===== src/mfm_pkg.sv =====
// ----------------------------------------------------------------------------
// mfm_pkg
// shared types, constants and helpers of the mfm track sector extractor
// ----------------------------------------------------------------------------
package mfm_pkg;

	localparam int MAX_SECTORS   = 64;
	localparam int MAX_SIZE_CODE = 7;

	localparam int BYTE_W      = 8;
	localparam int INDEX_W     = 14;
	localparam int ORDINAL_W   = 6;
	localparam int COUNT_W     = 7;
	localparam int SIZE_W      = 3;
	localparam int SECT_LEN_W  = 15;
	localparam int FILL_W      = 4;
	localparam int WINDOW_W    = 64;

	localparam logic [WINDOW_W-1:0] ID_MARK   = 64'h0000_0000_A1A1_A1FE;
	localparam logic [31:0]         DATA_MARK = 32'hA1A1_A1FB;
	localparam int                  BASE_SECTOR_LEN = 128;

	localparam logic [FILL_W-1:0] FILL_FULL = 4'd8;
	localparam logic [FILL_W-1:0] FILL_DATA = 4'd4;

	typedef enum logic [2:0] {
		PH_HUNT_ID,
		PH_TAKE_ID,
		PH_HUNT_DATA,
		PH_DATA,
		PH_ENDED
	} phase_t;

	typedef enum logic [1:0] {
		KIND_ID,
		KIND_DATA,
		KIND_SUMMARY
	} kind_t;

	typedef struct packed {
		kind_t                 kind;
		logic [BYTE_W-1:0]     cylinder;
		logic [BYTE_W-1:0]     head_id;
		logic [BYTE_W-1:0]     sector_id;
		logic [BYTE_W-1:0]     size_code;
		logic                  size_clamped;
		logic [BYTE_W-1:0]     data_byte;
		logic [INDEX_W-1:0]    byte_index;
		logic [ORDINAL_W-1:0]  sector_number;
		logic [COUNT_W-1:0]    sector_count;
		logic                  last;
	} result_t;

	// size code clamped to the largest supported sector
	function automatic logic [SIZE_W-1:0] clamp_size(input logic [BYTE_W-1:0] code);
		if (code > BYTE_W'(MAX_SIZE_CODE)) begin
			return SIZE_W'(MAX_SIZE_CODE);
		end
		return code[SIZE_W-1:0];
	endfunction

	function automatic logic size_over(input logic [BYTE_W-1:0] code);
		return code > BYTE_W'(MAX_SIZE_CODE);
	endfunction

	// sector length in bytes, 128 shifted by the clamped code
	function automatic logic [SECT_LEN_W-1:0] sector_len(input logic [SIZE_W-1:0] n);
		return SECT_LEN_W'(BASE_SECTOR_LEN) << n;
	endfunction

endpackage


===== src/mfm_in_if.sv =====
// ----------------------------------------------------------------------------
// mfm_in_if
// track byte channel: valid/ready handshake with the byte and its end flag
// ----------------------------------------------------------------------------
interface mfm_in_if;
	logic                       valid;
	logic                       ready;
	logic [mfm_pkg::BYTE_W-1:0] track_byte;
	logic                       track_end;

	modport source (output valid, output track_byte, output track_end, input ready);
	modport sink   (input valid, input track_byte, input track_end, output ready);
endinterface


===== src/mfm_out_if.sv =====
// ----------------------------------------------------------------------------
// mfm_out_if
// result channel: sector id records, data bytes and track summaries
// ----------------------------------------------------------------------------
interface mfm_out_if;
	logic                          valid;
	logic                          ready;
	mfm_pkg::kind_t                kind;
	logic [mfm_pkg::BYTE_W-1:0]    cylinder;
	logic [mfm_pkg::BYTE_W-1:0]    head_id;
	logic [mfm_pkg::BYTE_W-1:0]    sector_id;
	logic [mfm_pkg::BYTE_W-1:0]    size_code;
	logic                          size_clamped;
	logic [mfm_pkg::BYTE_W-1:0]    data_byte;
	logic [mfm_pkg::INDEX_W-1:0]   byte_index;
	logic [mfm_pkg::ORDINAL_W-1:0] sector_number;
	logic [mfm_pkg::COUNT_W-1:0]   sector_count;
	logic                          last;

	modport source (output valid, output kind, output cylinder, output head_id,
		output sector_id, output size_code, output size_clamped, output data_byte,
		output byte_index, output sector_number, output sector_count, output last,
		input ready);
	modport sink (input valid, input kind, input cylinder, input head_id,
		input sector_id, input size_code, input size_clamped, input data_byte,
		input byte_index, input sector_number, input sector_count, input last,
		output ready);
endinterface


===== src/mfm_track_sector_extractor_unit.sv =====
// result words are registered in the result queue and offered from its head
// one track byte per cycle while the result queue has two free slots; a track-end
//   byte that also closes a data byte or an id record yields two words and drops ready
// the limit is the three-word result queue, which takes a byte only with two free slots
// reset (arst_n low, asynchronous): hunting an id mark, all counters and queue empty
// ----------------------------------------------------------------------------
// mfm_track_sector_extractor_unit
// parses decoded mfm track bytes into sector id records, data bytes and a summary
// ----------------------------------------------------------------------------
module mfm_track_sector_extractor_unit (
	input  logic        clk,
	input  logic        arst_n,
	mfm_in_if.sink      in_ch,
	mfm_out_if.source   out_ch
);

	localparam int QDEPTH = 3;

	// parser state
	mfm_pkg::phase_t                      phase_q, phase_n;
	logic [mfm_pkg::WINDOW_W-1:0]         win_q, win_n;
	logic [mfm_pkg::FILL_W-1:0]           fill_q, fill_n;
	logic [1:0]                           taken_q, taken_n;
	logic [31:0]                          id_q, id_n;
	logic [mfm_pkg::SECT_LEN_W-1:0]       left_q, left_n;
	logic [mfm_pkg::COUNT_W-1:0]          found_q, found_n;

	// result queue, entry 0 faces the output
	mfm_pkg::result_t                     queue_q [QDEPTH];
	mfm_pkg::result_t                     queue_n [QDEPTH];
	logic [1:0]                           cnt_q, cnt_n;

	logic                                 accept;
	logic                                 pop;
	logic [1:0]                           n_res;
	mfm_pkg::result_t                     res0, res1;

	// combinational helpers
	logic [mfm_pkg::WINDOW_W-1:0]         win_shift;
	logic [mfm_pkg::FILL_W-1:0]           fill_inc;
	logic [31:0]                          id_full;
	logic [mfm_pkg::SIZE_W-1:0]           size_cur;
	logic [mfm_pkg::SECT_LEN_W-1:0]       len_cur;
	logic [mfm_pkg::SECT_LEN_W-1:0]       pos_cur;
	logic [1:0]                           cnt_pop;
	mfm_pkg::result_t                     rec;

	assign accept = in_ch.valid && in_ch.ready;
	assign pop    = out_ch.valid && out_ch.ready;

	// take a byte only while two slots are free, so a track end fits its summary
	assign in_ch.ready = (cnt_q <= 2'd1);

	// next parser state and the words one byte produces
	always_comb begin
		phase_n = phase_q;
		win_n   = win_q;
		fill_n  = fill_q;
		taken_n = taken_q;
		id_n    = id_q;
		left_n  = left_q;
		found_n = found_q;
		res0    = '0;
		res1    = '0;
		n_res   = 2'd0;
		rec     = '0;

		win_shift = {win_q[mfm_pkg::WINDOW_W-9:0], in_ch.track_byte};
		fill_inc  = (fill_q < mfm_pkg::FILL_FULL) ? fill_q + 4'd1 : fill_q;
		id_full   = {in_ch.track_byte, id_q[23:0]};
		size_cur  = mfm_pkg::clamp_size(id_q[31:24]);
		len_cur   = mfm_pkg::sector_len(size_cur);
		pos_cur   = len_cur - left_q;

		// id fields carried by records and data bytes
		rec.cylinder     = id_q[7:0];
		rec.head_id      = id_q[15:8];
		rec.sector_id    = id_q[23:16];
		rec.size_code    = mfm_pkg::BYTE_W'(size_cur);
		rec.size_clamped = mfm_pkg::size_over(id_q[31:24]);

		case (phase_q)
			mfm_pkg::PH_HUNT_ID: begin
				win_n  = win_shift;
				fill_n = fill_inc;
				if (fill_inc == mfm_pkg::FILL_FULL && win_shift == mfm_pkg::ID_MARK) begin
					phase_n = mfm_pkg::PH_TAKE_ID;
					fill_n  = '0;
					win_n   = '0;
					taken_n = '0;
					id_n    = '0;
				end
			end
			mfm_pkg::PH_TAKE_ID: begin
				id_n[8*taken_q +: 8] = in_ch.track_byte;
				if (taken_q != 2'd3) begin
					taken_n = taken_q + 2'd1;
				end else begin
					taken_n = '0;
					fill_n  = '0;
					win_n   = '0;
					if (id_full == '0) begin
						// all-zero id ends the listing for this track
						phase_n = mfm_pkg::PH_ENDED;
					end else begin
						res0              = '0;
						res0.kind         = mfm_pkg::KIND_ID;
						res0.cylinder     = id_full[7:0];
						res0.head_id      = id_full[15:8];
						res0.sector_id    = id_full[23:16];
						res0.size_code    = mfm_pkg::BYTE_W'(mfm_pkg::clamp_size(id_full[31:24]));
						res0.size_clamped = mfm_pkg::size_over(id_full[31:24]);
						res0.sector_number = (found_q < mfm_pkg::COUNT_W'(mfm_pkg::MAX_SECTORS))
							? found_q[mfm_pkg::ORDINAL_W-1:0]
							: mfm_pkg::ORDINAL_W'(mfm_pkg::MAX_SECTORS - 1);
						n_res = 2'd1;
						if (found_q < mfm_pkg::COUNT_W'(mfm_pkg::MAX_SECTORS)) begin
							found_n = found_q + 7'd1;
						end
						phase_n = mfm_pkg::PH_HUNT_DATA;
					end
				end
			end
			mfm_pkg::PH_HUNT_DATA: begin
				win_n  = win_shift;
				fill_n = fill_inc;
				if (fill_inc >= mfm_pkg::FILL_DATA && win_shift[31:0] == mfm_pkg::DATA_MARK) begin
					phase_n = mfm_pkg::PH_DATA;
					fill_n  = '0;
					win_n   = '0;
					left_n  = len_cur;
				end
			end
			mfm_pkg::PH_DATA: begin
				res0               = rec;
				res0.kind          = mfm_pkg::KIND_DATA;
				res0.data_byte     = in_ch.track_byte;
				res0.byte_index    = pos_cur[mfm_pkg::INDEX_W-1:0];
				res0.sector_number = (found_q != '0)
					? mfm_pkg::ORDINAL_W'(found_q - 7'd1) : '0;
				res0.last          = (left_q <= 15'd1);
				n_res = 2'd1;
				if (left_q <= 15'd1) begin
					left_n  = '0;
					phase_n = mfm_pkg::PH_HUNT_ID;
					fill_n  = '0;
					win_n   = '0;
				end else begin
					left_n = left_q - 15'd1;
				end
			end
			default: begin
				// listing ended: bytes are dropped until the track end
			end
		endcase

		// track end: summary after the byte's own word, then back to reset state
		if (in_ch.track_end) begin
			if (n_res == 2'd0) begin
				res0              = '0;
				res0.kind         = mfm_pkg::KIND_SUMMARY;
				res0.sector_count = found_n;
				res0.last         = 1'b1;
			end else begin
				res1              = '0;
				res1.kind         = mfm_pkg::KIND_SUMMARY;
				res1.sector_count = found_n;
				res1.last         = 1'b1;
			end
			n_res   = n_res + 2'd1;
			phase_n = mfm_pkg::PH_HUNT_ID;
			win_n   = '0;
			fill_n  = '0;
			taken_n = '0;
			id_n    = '0;
			left_n  = '0;
			found_n = '0;
		end
	end

	// result queue: shift out at entry 0, new words land right behind the survivors
	always_comb begin
		cnt_pop = cnt_q - {1'b0, pop};
		for (int i = 0; i < QDEPTH; i++) begin
			if (pop && i < QDEPTH - 1) begin
				queue_n[i] = queue_q[i+1];
			end else begin
				queue_n[i] = queue_q[i];
			end
			if (accept && n_res != 2'd0 && 2'(i) == cnt_pop) begin
				queue_n[i] = res0;
			end else if (accept && n_res == 2'd2 && 2'(i) == cnt_pop + 2'd1) begin
				queue_n[i] = res1;
			end
		end
		cnt_n = accept ? cnt_pop + n_res : cnt_pop;
	end

	always_ff @(posedge clk or negedge arst_n) begin
		if (!arst_n) begin
			phase_q <= mfm_pkg::PH_HUNT_ID;
			win_q   <= '0;
			fill_q  <= '0;
			taken_q <= '0;
			id_q    <= '0;
			left_q  <= '0;
			found_q <= '0;
			cnt_q   <= '0;
		end else begin
			if (accept) begin
				phase_q <= phase_n;
				win_q   <= win_n;
				fill_q  <= fill_n;
				taken_q <= taken_n;
				id_q    <= id_n;
				left_q  <= left_n;
				found_q <= found_n;
			end
			cnt_q <= cnt_n;
		end
	end

	// queue payload needs no reset
	always_ff @(posedge clk) begin
		for (int i = 0; i < QDEPTH; i++) begin
			queue_q[i] <= queue_n[i];
		end
	end

	// output word is the head of the queue
	assign out_ch.valid         = (cnt_q != '0);
	assign out_ch.kind          = queue_q[0].kind;
	assign out_ch.cylinder      = queue_q[0].cylinder;
	assign out_ch.head_id       = queue_q[0].head_id;
	assign out_ch.sector_id     = queue_q[0].sector_id;
	assign out_ch.size_code     = queue_q[0].size_code;
	assign out_ch.size_clamped  = queue_q[0].size_clamped;
	assign out_ch.data_byte     = queue_q[0].data_byte;
	assign out_ch.byte_index    = queue_q[0].byte_index;
	assign out_ch.sector_number = queue_q[0].sector_number;
	assign out_ch.sector_count  = queue_q[0].sector_count;
	assign out_ch.last          = queue_q[0].last;

	// the queue never overflows its three slots
	a_queue_bound: assert property (@(posedge clk) disable iff (!arst_n)
		cnt_q != 2'd3 || !in_ch.ready)
		else $error("byte taken with a full result queue");

	// a track-end byte always leaves a word waiting
	a_end_emits: assert property (@(posedge clk) disable iff (!arst_n)
		(accept && in_ch.track_end) |=> out_ch.valid)
		else $error("track end produced no summary");

	// outstanding data only while sector data is flowing
	a_left_phase: assert property (@(posedge clk) disable iff (!arst_n)
		phase_q != mfm_pkg::PH_DATA |-> left_q == '0)
		else $error("data count left over outside the data phase");

	// a data byte is never accepted with a zero count
	a_data_left: assert property (@(posedge clk) disable iff (!arst_n)
		phase_q == mfm_pkg::PH_DATA |-> left_q != '0)
		else $error("data phase with nothing left to emit");

	// sector tally stays within its bound
	a_found_cap: assert property (@(posedge clk) disable iff (!arst_n)
		found_q <= mfm_pkg::COUNT_W'(mfm_pkg::MAX_SECTORS))
		else $error("sector tally past its limit");

endmodule


===== src/flat_wrapper.sv =====
// flat-port wrapper written by rule: the top's interface ports become plain ports
module mfm_track_sector_extractor_unit_flat 
  (clk, arst_n, in_ch_valid, in_ch_track_byte, in_ch_track_end, in_ch_ready, out_ch_valid, out_ch_kind, out_ch_cylinder, out_ch_head_id, out_ch_sector_id, out_ch_size_code, out_ch_size_clamped, out_ch_data_byte, out_ch_byte_index, out_ch_sector_number, out_ch_sector_count, out_ch_last, out_ch_ready);
  mfm_in_if in_ch_i ();
  mfm_out_if out_ch_i ();
  input  logic clk;
  input  logic arst_n;
  input wire logic [$bits(in_ch_i.valid)-1:0] in_ch_valid;
  input wire logic [$bits(in_ch_i.track_byte)-1:0] in_ch_track_byte;
  input wire logic [$bits(in_ch_i.track_end)-1:0] in_ch_track_end;
  output wire logic [$bits(in_ch_i.ready)-1:0] in_ch_ready;
  output wire logic [$bits(out_ch_i.valid)-1:0] out_ch_valid;
  output wire logic [$bits(out_ch_i.kind)-1:0] out_ch_kind;
  output wire logic [$bits(out_ch_i.cylinder)-1:0] out_ch_cylinder;
  output wire logic [$bits(out_ch_i.head_id)-1:0] out_ch_head_id;
  output wire logic [$bits(out_ch_i.sector_id)-1:0] out_ch_sector_id;
  output wire logic [$bits(out_ch_i.size_code)-1:0] out_ch_size_code;
  output wire logic [$bits(out_ch_i.size_clamped)-1:0] out_ch_size_clamped;
  output wire logic [$bits(out_ch_i.data_byte)-1:0] out_ch_data_byte;
  output wire logic [$bits(out_ch_i.byte_index)-1:0] out_ch_byte_index;
  output wire logic [$bits(out_ch_i.sector_number)-1:0] out_ch_sector_number;
  output wire logic [$bits(out_ch_i.sector_count)-1:0] out_ch_sector_count;
  output wire logic [$bits(out_ch_i.last)-1:0] out_ch_last;
  input wire logic [$bits(out_ch_i.ready)-1:0] out_ch_ready;
  assign in_ch_i.valid = in_ch_valid;
  assign in_ch_i.track_byte = in_ch_track_byte;
  assign in_ch_i.track_end = in_ch_track_end;
  assign in_ch_ready = in_ch_i.ready;
  assign out_ch_valid = out_ch_i.valid;
  assign out_ch_kind = out_ch_i.kind;
  assign out_ch_cylinder = out_ch_i.cylinder;
  assign out_ch_head_id = out_ch_i.head_id;
  assign out_ch_sector_id = out_ch_i.sector_id;
  assign out_ch_size_code = out_ch_i.size_code;
  assign out_ch_size_clamped = out_ch_i.size_clamped;
  assign out_ch_data_byte = out_ch_i.data_byte;
  assign out_ch_byte_index = out_ch_i.byte_index;
  assign out_ch_sector_number = out_ch_i.sector_number;
  assign out_ch_sector_count = out_ch_i.sector_count;
  assign out_ch_last = out_ch_i.last;
  assign out_ch_i.ready = out_ch_ready;
  mfm_track_sector_extractor_unit u_core (.clk(clk), .arst_n(arst_n), .in_ch(in_ch_i), .out_ch(out_ch_i));
endmodule

===== config.mk =====
export PLATFORM = sky130hd
export DESIGN_NAME = mfm_track_sector_extractor_unit_flat
export DESIGN_NICKNAME = d
export VERILOG_FILES = /design/src/mfm_pkg.sv /design/src/mfm_in_if.sv /design/src/mfm_out_if.sv /design/src/mfm_track_sector_extractor_unit.sv /design/src/flat_wrapper.sv
export SDC_FILE = /design/constraint.sdc
export NUM_CORES = 1
export LEC_CHECK = 0
export BUFFER_PORTS_ARGS = -buffer_cell sky130_fd_sc_hd__buf_2
export CORE_MARGIN = 2
export CORE_UTILIZATION = 35
export DETAILED_ROUTE_END_ITERATION = 8
export GPL_ROUTABILITY_DRIVEN = 0
export MAX_ROUTING_LAYER = met4
export PLACE_DENSITY = 0.63
export SETUP_SLACK_MARGIN = 0.4
export SLEW_MARGIN = 30
export SYNTH_ARGS = -nofsm -noshare
export SYNTH_HDL_FRONTEND = slang
export SYNTH_SLANG_ARGS = --single-unit

===== constraint.sdc =====
create_clock -name clk -period 6.4 [get_ports clk]
set_clock_uncertainty 0.1 [all_clocks]
set_input_delay 1.6 -clock clk [delete_from_list [all_inputs] [get_ports clk]]
set_output_delay 1.6 -clock clk [all_outputs]
set_load 0.005 [all_outputs]

# Yosys cells after proc, flatten, opt, wreduce, memory -nomap -nowiden
# Memories as Yosys holds them, arrays and structs flattened.
# Index checks and enable logic that the tools add are counted.
[classes]
add_sub_neg = 11
order_cmp = 7
eq_ne = 16
n_shift = 3
n_mux = 68
reduce_logical = 27
[ops]
columns = ["cell", "count"]
rows = [
  ["71-bit two-way mux", 13],
  ["56-bit two-way mux", 5],
  ["56-bit case mux with 4 select lines", 1],
  ["71-bit case mux with 2 select lines", 1],
  ["69-bit two-way mux", 1],
  ["64-bit by 32-bit == test with 1-bit output, second input constant", 1],
  ["32-bit two-way mux", 2],
  ["32-bit case mux with 2 select lines", 1],
  ["15-bit two-way mux", 3],
  ["7-bit two-way mux", 5],
  ["5-bit negator with 34-bit output", 1],
  ["8-bit by 34-bit variable shift with 32-bit output, first input constant", 1],
  ["8-bit by 34-bit indexed part select with 32-bit output", 1],
  ["32-bit bitwise mux", 1],
  ["32-bit == test, second input constant", 1],
  ["32-bit logical NOT", 1],
  ["3-bit two-way mux", 10],
  ["15-bit case mux with 2 select lines", 1],
  ["4-bit two-way mux", 6],
  ["8-bit by 3-bit greater-than comparator with 1-bit output, second input constant", 2],
  ["4-bit case mux with 4 select lines", 1],
  ["15-bit by 1-bit less-or-equal comparator with 1-bit output, second input constant", 1],
  ["8-bit by 3-bit << shifter with 15-bit output, first input constant", 1],
  ["15-bit by 1-bit subtractor with 15-bit output, second input constant", 1],
  ["other kinds (35)", 70],
]
[totals]
register_bits = 121
ramBits = 213
out_inout_bits = 73
wordCells = 141
memories = 1
[memory_table]
columns = ["name", "words", "word_bits", "rd", "rd_clocked_by_memory_dff", "wr", "line_no", "rtl"]
rows = [
  ["u_core.queue_q", 3, 71, 3, 0, 3, "mfm_track_sector_extractor_unit.sv:29", "mfm_pkg::result_t queue_q [QDEPTH];"],
]

# Logic depth before layout (Yosys ltp)
[depth]
word_depth = 12
mapped_depth = 16
mapped_depth_nobuf = 11

# Worst setup path before layout
# No wires, ideal clock.
[synth_timing]
path_kind = "input to register"
startpoint = "input port in_ch_track_byte[0]"
endpoint = "memory u_core.queue_q[0][100] (netlist bit), enable pin"
arrival_time_ps = 5771
path_slack_ps = -174
stages = 14
path_cell_list = "clkbuf_1 nor4_1 nand4_1 or3_1 a31oi_1 buf_2 buf_2 inv_1 ha_1 nor3b_1 nor2_1 clkbuf_1 buf_1 nand2_1"
[synth_rtl]
columns = ["item", "line_no", "rtl"]
rows = [
  ["start: declaration", "flat_wrapper.sv:9", "input wire logic [$bits(in_ch_i.track_byte)-1:0] in_ch_track_byte;"],
  ["end: declaration", "mfm_track_sector_extractor_unit.sv:29", ""],
]

==> metrics.txt <==
status complete, no violations; synthesized cell area between 0.015 and 0.02 mm2; post-synthesis sequential area ratio 0.587; post-route insts no fill a little over 2000; internal power about 4.6 mW; Mapped Avg Cell Area 10.7 um2; first-pass GRT wire length roughly 58000 um; Setup Viol. Count Final 0; Clock power frac 0.321; f_max ~210 MHz; Root Buffer clkbuf_16; Setup CP Type input pin to register; RSZ-0062 raised after global routing false; DR pass1 iterations 5; vias per std cell 5.23; Post-Synthesis Cells around 1400; input/output buffers 80; largest net degree at the start of global routing between 60 and 70; ratio of cells with drive above 1 in the final layout 0.125; # DRC 0; final hold vios 0; actual slew at the worst max-slew pin between 0.8 and 0.9 ns; Area Growth Syn to Fin 11.6%; Unique masters post-synth 76; hold path cells 2; Final ANT Viol Nets 0; HPWL Detailed 24100 um; Detailed Route Iter0 Violations roughly 910; FF-to-FF path depth 10; DIE AREA between 0.04 and 0.05 mm2; Yosys reg bits roughly 320; Die W approximately 210 um; P_sw 2.09 mW; count leader, synth nand2_1; PostCTS Resize Cnt 0; Initial Util 0.355; Routed WL between 30000 and 40000 um; placed insts approximately 2000; Data arrival, critical path roughly 5 ns; Slew headroom 0.401; Vias 10600; DR WL/cell 18.0 um; Reg clk slew, reported paths 0.06 ns; H-Tree Depth 2; cts hold-fix bufs 0; Crit Path Max Fanout 66; type of origin of the critical path input pin; clock sink total between 300 and 400; TritonCTS clock tree built; GRT overflow 0; ys async rst share 0.379; period utilization 0.750; Max Cap Viol 0; Rows between 70 and 80; Nets roughly 1400; Min-Delay Path Class register to register; largest area contributor in the netlist edfxtp_1; Switching Fraction 0.314; CP Capture Type register; initial antenna violation count 3; die height ~210 um; Setup Fix Bufs, Post-CTS 0; PD cells between 300 and 400 mW/mm2; vias in the first global route between 10000 and 15000; Skew-Pair Late Insertion Delay ~0.56 ns; # fillers 4088; share of the synthesized area in the top cell type 0.389; WP data required 6.66 ns; I/O pins 86; Total GRT Usage 0.169; Peak VDD IR a little over 200 uV; synth warn 0; setup_tns 0 ns; top post-synthesis cells by count 243 x nand2_1, 198 x edfxtp_1, 134 x o21ai_0; Reg power frac 0.449; main flop type after synthesis edfxtp_1; clock buffer depth 3; post-layout util 0.396; Post-synth EDFFs 198; Num CTS Buffers 37; Logic pwr share 0.230; min cycle time layout between 4 and 5 ns; P_leak 6.61 nW; synth top area cells edfxtp_1 39%, dfrtp_1 20%, nand2_1 6.0%; Final Max Tran Viols 0; core area 0.0431 mm2
power by group through the flow:
stage               combinational, mW  clock [mW]  sequential, mW
finish                           1.53        2.14            2.99
CTS                              1.54        2.18            2.99
global route                     1.71        2.26            3.04
floorplan                        1.21           0            2.91
global placement                 1.47           0            3.02
detailed placement               1.54           0            3.03
kinds of logic after synthesis:
kind of cell,count (synthesis),synth area share
multiplexers,38,0.0250
adder cells (fa/ha/maj),20,0.0164
XOR/XNOR,19,0.0109
other,1,0.000245
AND/OR/NAND/NOR,484,0.143
buffers and inverters,224,0.0738
flip-flops,319,0.587
AO/OA/AOI/OAI,321,0.143
flip-flops by register name (all words and copies together) (netlist names):
signal          cells
u_core.queue_q    198
u_core.cnt_q        2
u_core.left_q      15
u_core.taken_q      2
u_core.found_q      7
u_core.win_q       56
u_core.fill_q       4
u_core.id_q        32
u_core.phase_q      3
stage by stage:
stage               setup WS [ns]  instance area (um2)  hold WS (ns)  total power, mW
finish                       1.60                17100         0.386             6.65
global route                 1.45                17100         0.424             7.02
CTS                          1.64                17100         0.389             6.72
detailed placement           1.10                15800         0.375             4.57
global placement             1.20                15700         0.364             4.49
floorplan                   0.478                15300         0.350             4.12
cells in the final DEF (no fill, tap or decap), types with 8 or more instances in the layout:
master and n:
nand4_1 9, a21oi_1 22, nor2b_1 11, a31oi_1 10, clkbuf_16 39, edfxtp_1 198
a22o_1 91, nor2_1 77, o21ai_0 134, nand2_1 241, mux2i_1 37, nor3_1 51
nand3_1 12, o31ai_1 8, buf_4 20, inv_1 57, and2_1 14, dfrtp_1 121
ha_1 20, buf_2 79, xnor2_1 12, nor4_1 22
path summary, 6_finish.rpt:
path / slack [ns] / startpoint / to
worst max register to register: 2.00 / u_core.id_q[30] / u_core.queue_q[0][27]
worst min register to register: 0.39 / u_core.win_q[48] / u_core.win_q[48]
worst min-delay path: 0.39 / u_core.win_q[48] / u_core.win_q[48]
min in group asynchronous: 0.88 / arst_n / u_core.left_q[13]
worst max-delay path: 1.60 / in_ch_track_byte[0] / u_core.queue_q[0][26]
max in group asynchronous: 4.25 / arst_n / u_core.win_q[43]
cell type report:
cell class / instances / area [um2] / area share
Sequential cell: 319 / 8970 / 0.526
Multi-Input combinational cell: 887 / 5240 / 0.308
Clock buffer: 45 / 1020 / 0.0597
Tap cell: 585 / 732 / 0.0429
Timing Repair Buffer: 103 / 641 / 0.0376
Clock inverter: 23 / 224 / 0.0131
Inverter: 58 / 218 / 0.0128
Antenna cell: 1 / 2.50 / 0.000147
critical path, stage by stage:
cell     delay, ns
buf_2         0.21
nor4_1        0.30
nand4_1       0.23
or3_1         0.49
a31oi_2       0.23
buf_4         0.38
inv_1         0.13
ha_1          0.23
nand2_1       0.07
nor3_1        0.11
nor2_4        0.15
buf_4         0.61
nand2_1       0.15
o21ai_0       0.13
metal layers:
| metal | part of all wire | global-route usage | vias to the layer above |
|---|---|---|---|
| met4 | 0.023 | 0.0521 | 0 |
| met5 | 0 | - | - |
| met1 | 0.45 | 0.228 | 5176 |
| met3 | 0.062 | 0.0278 | 61 |
| met2 | 0.47 | 0.261 | 330 |
| li1 | - | - | 5002 |
No activity file was read; power rests on OpenSTA's default activity.
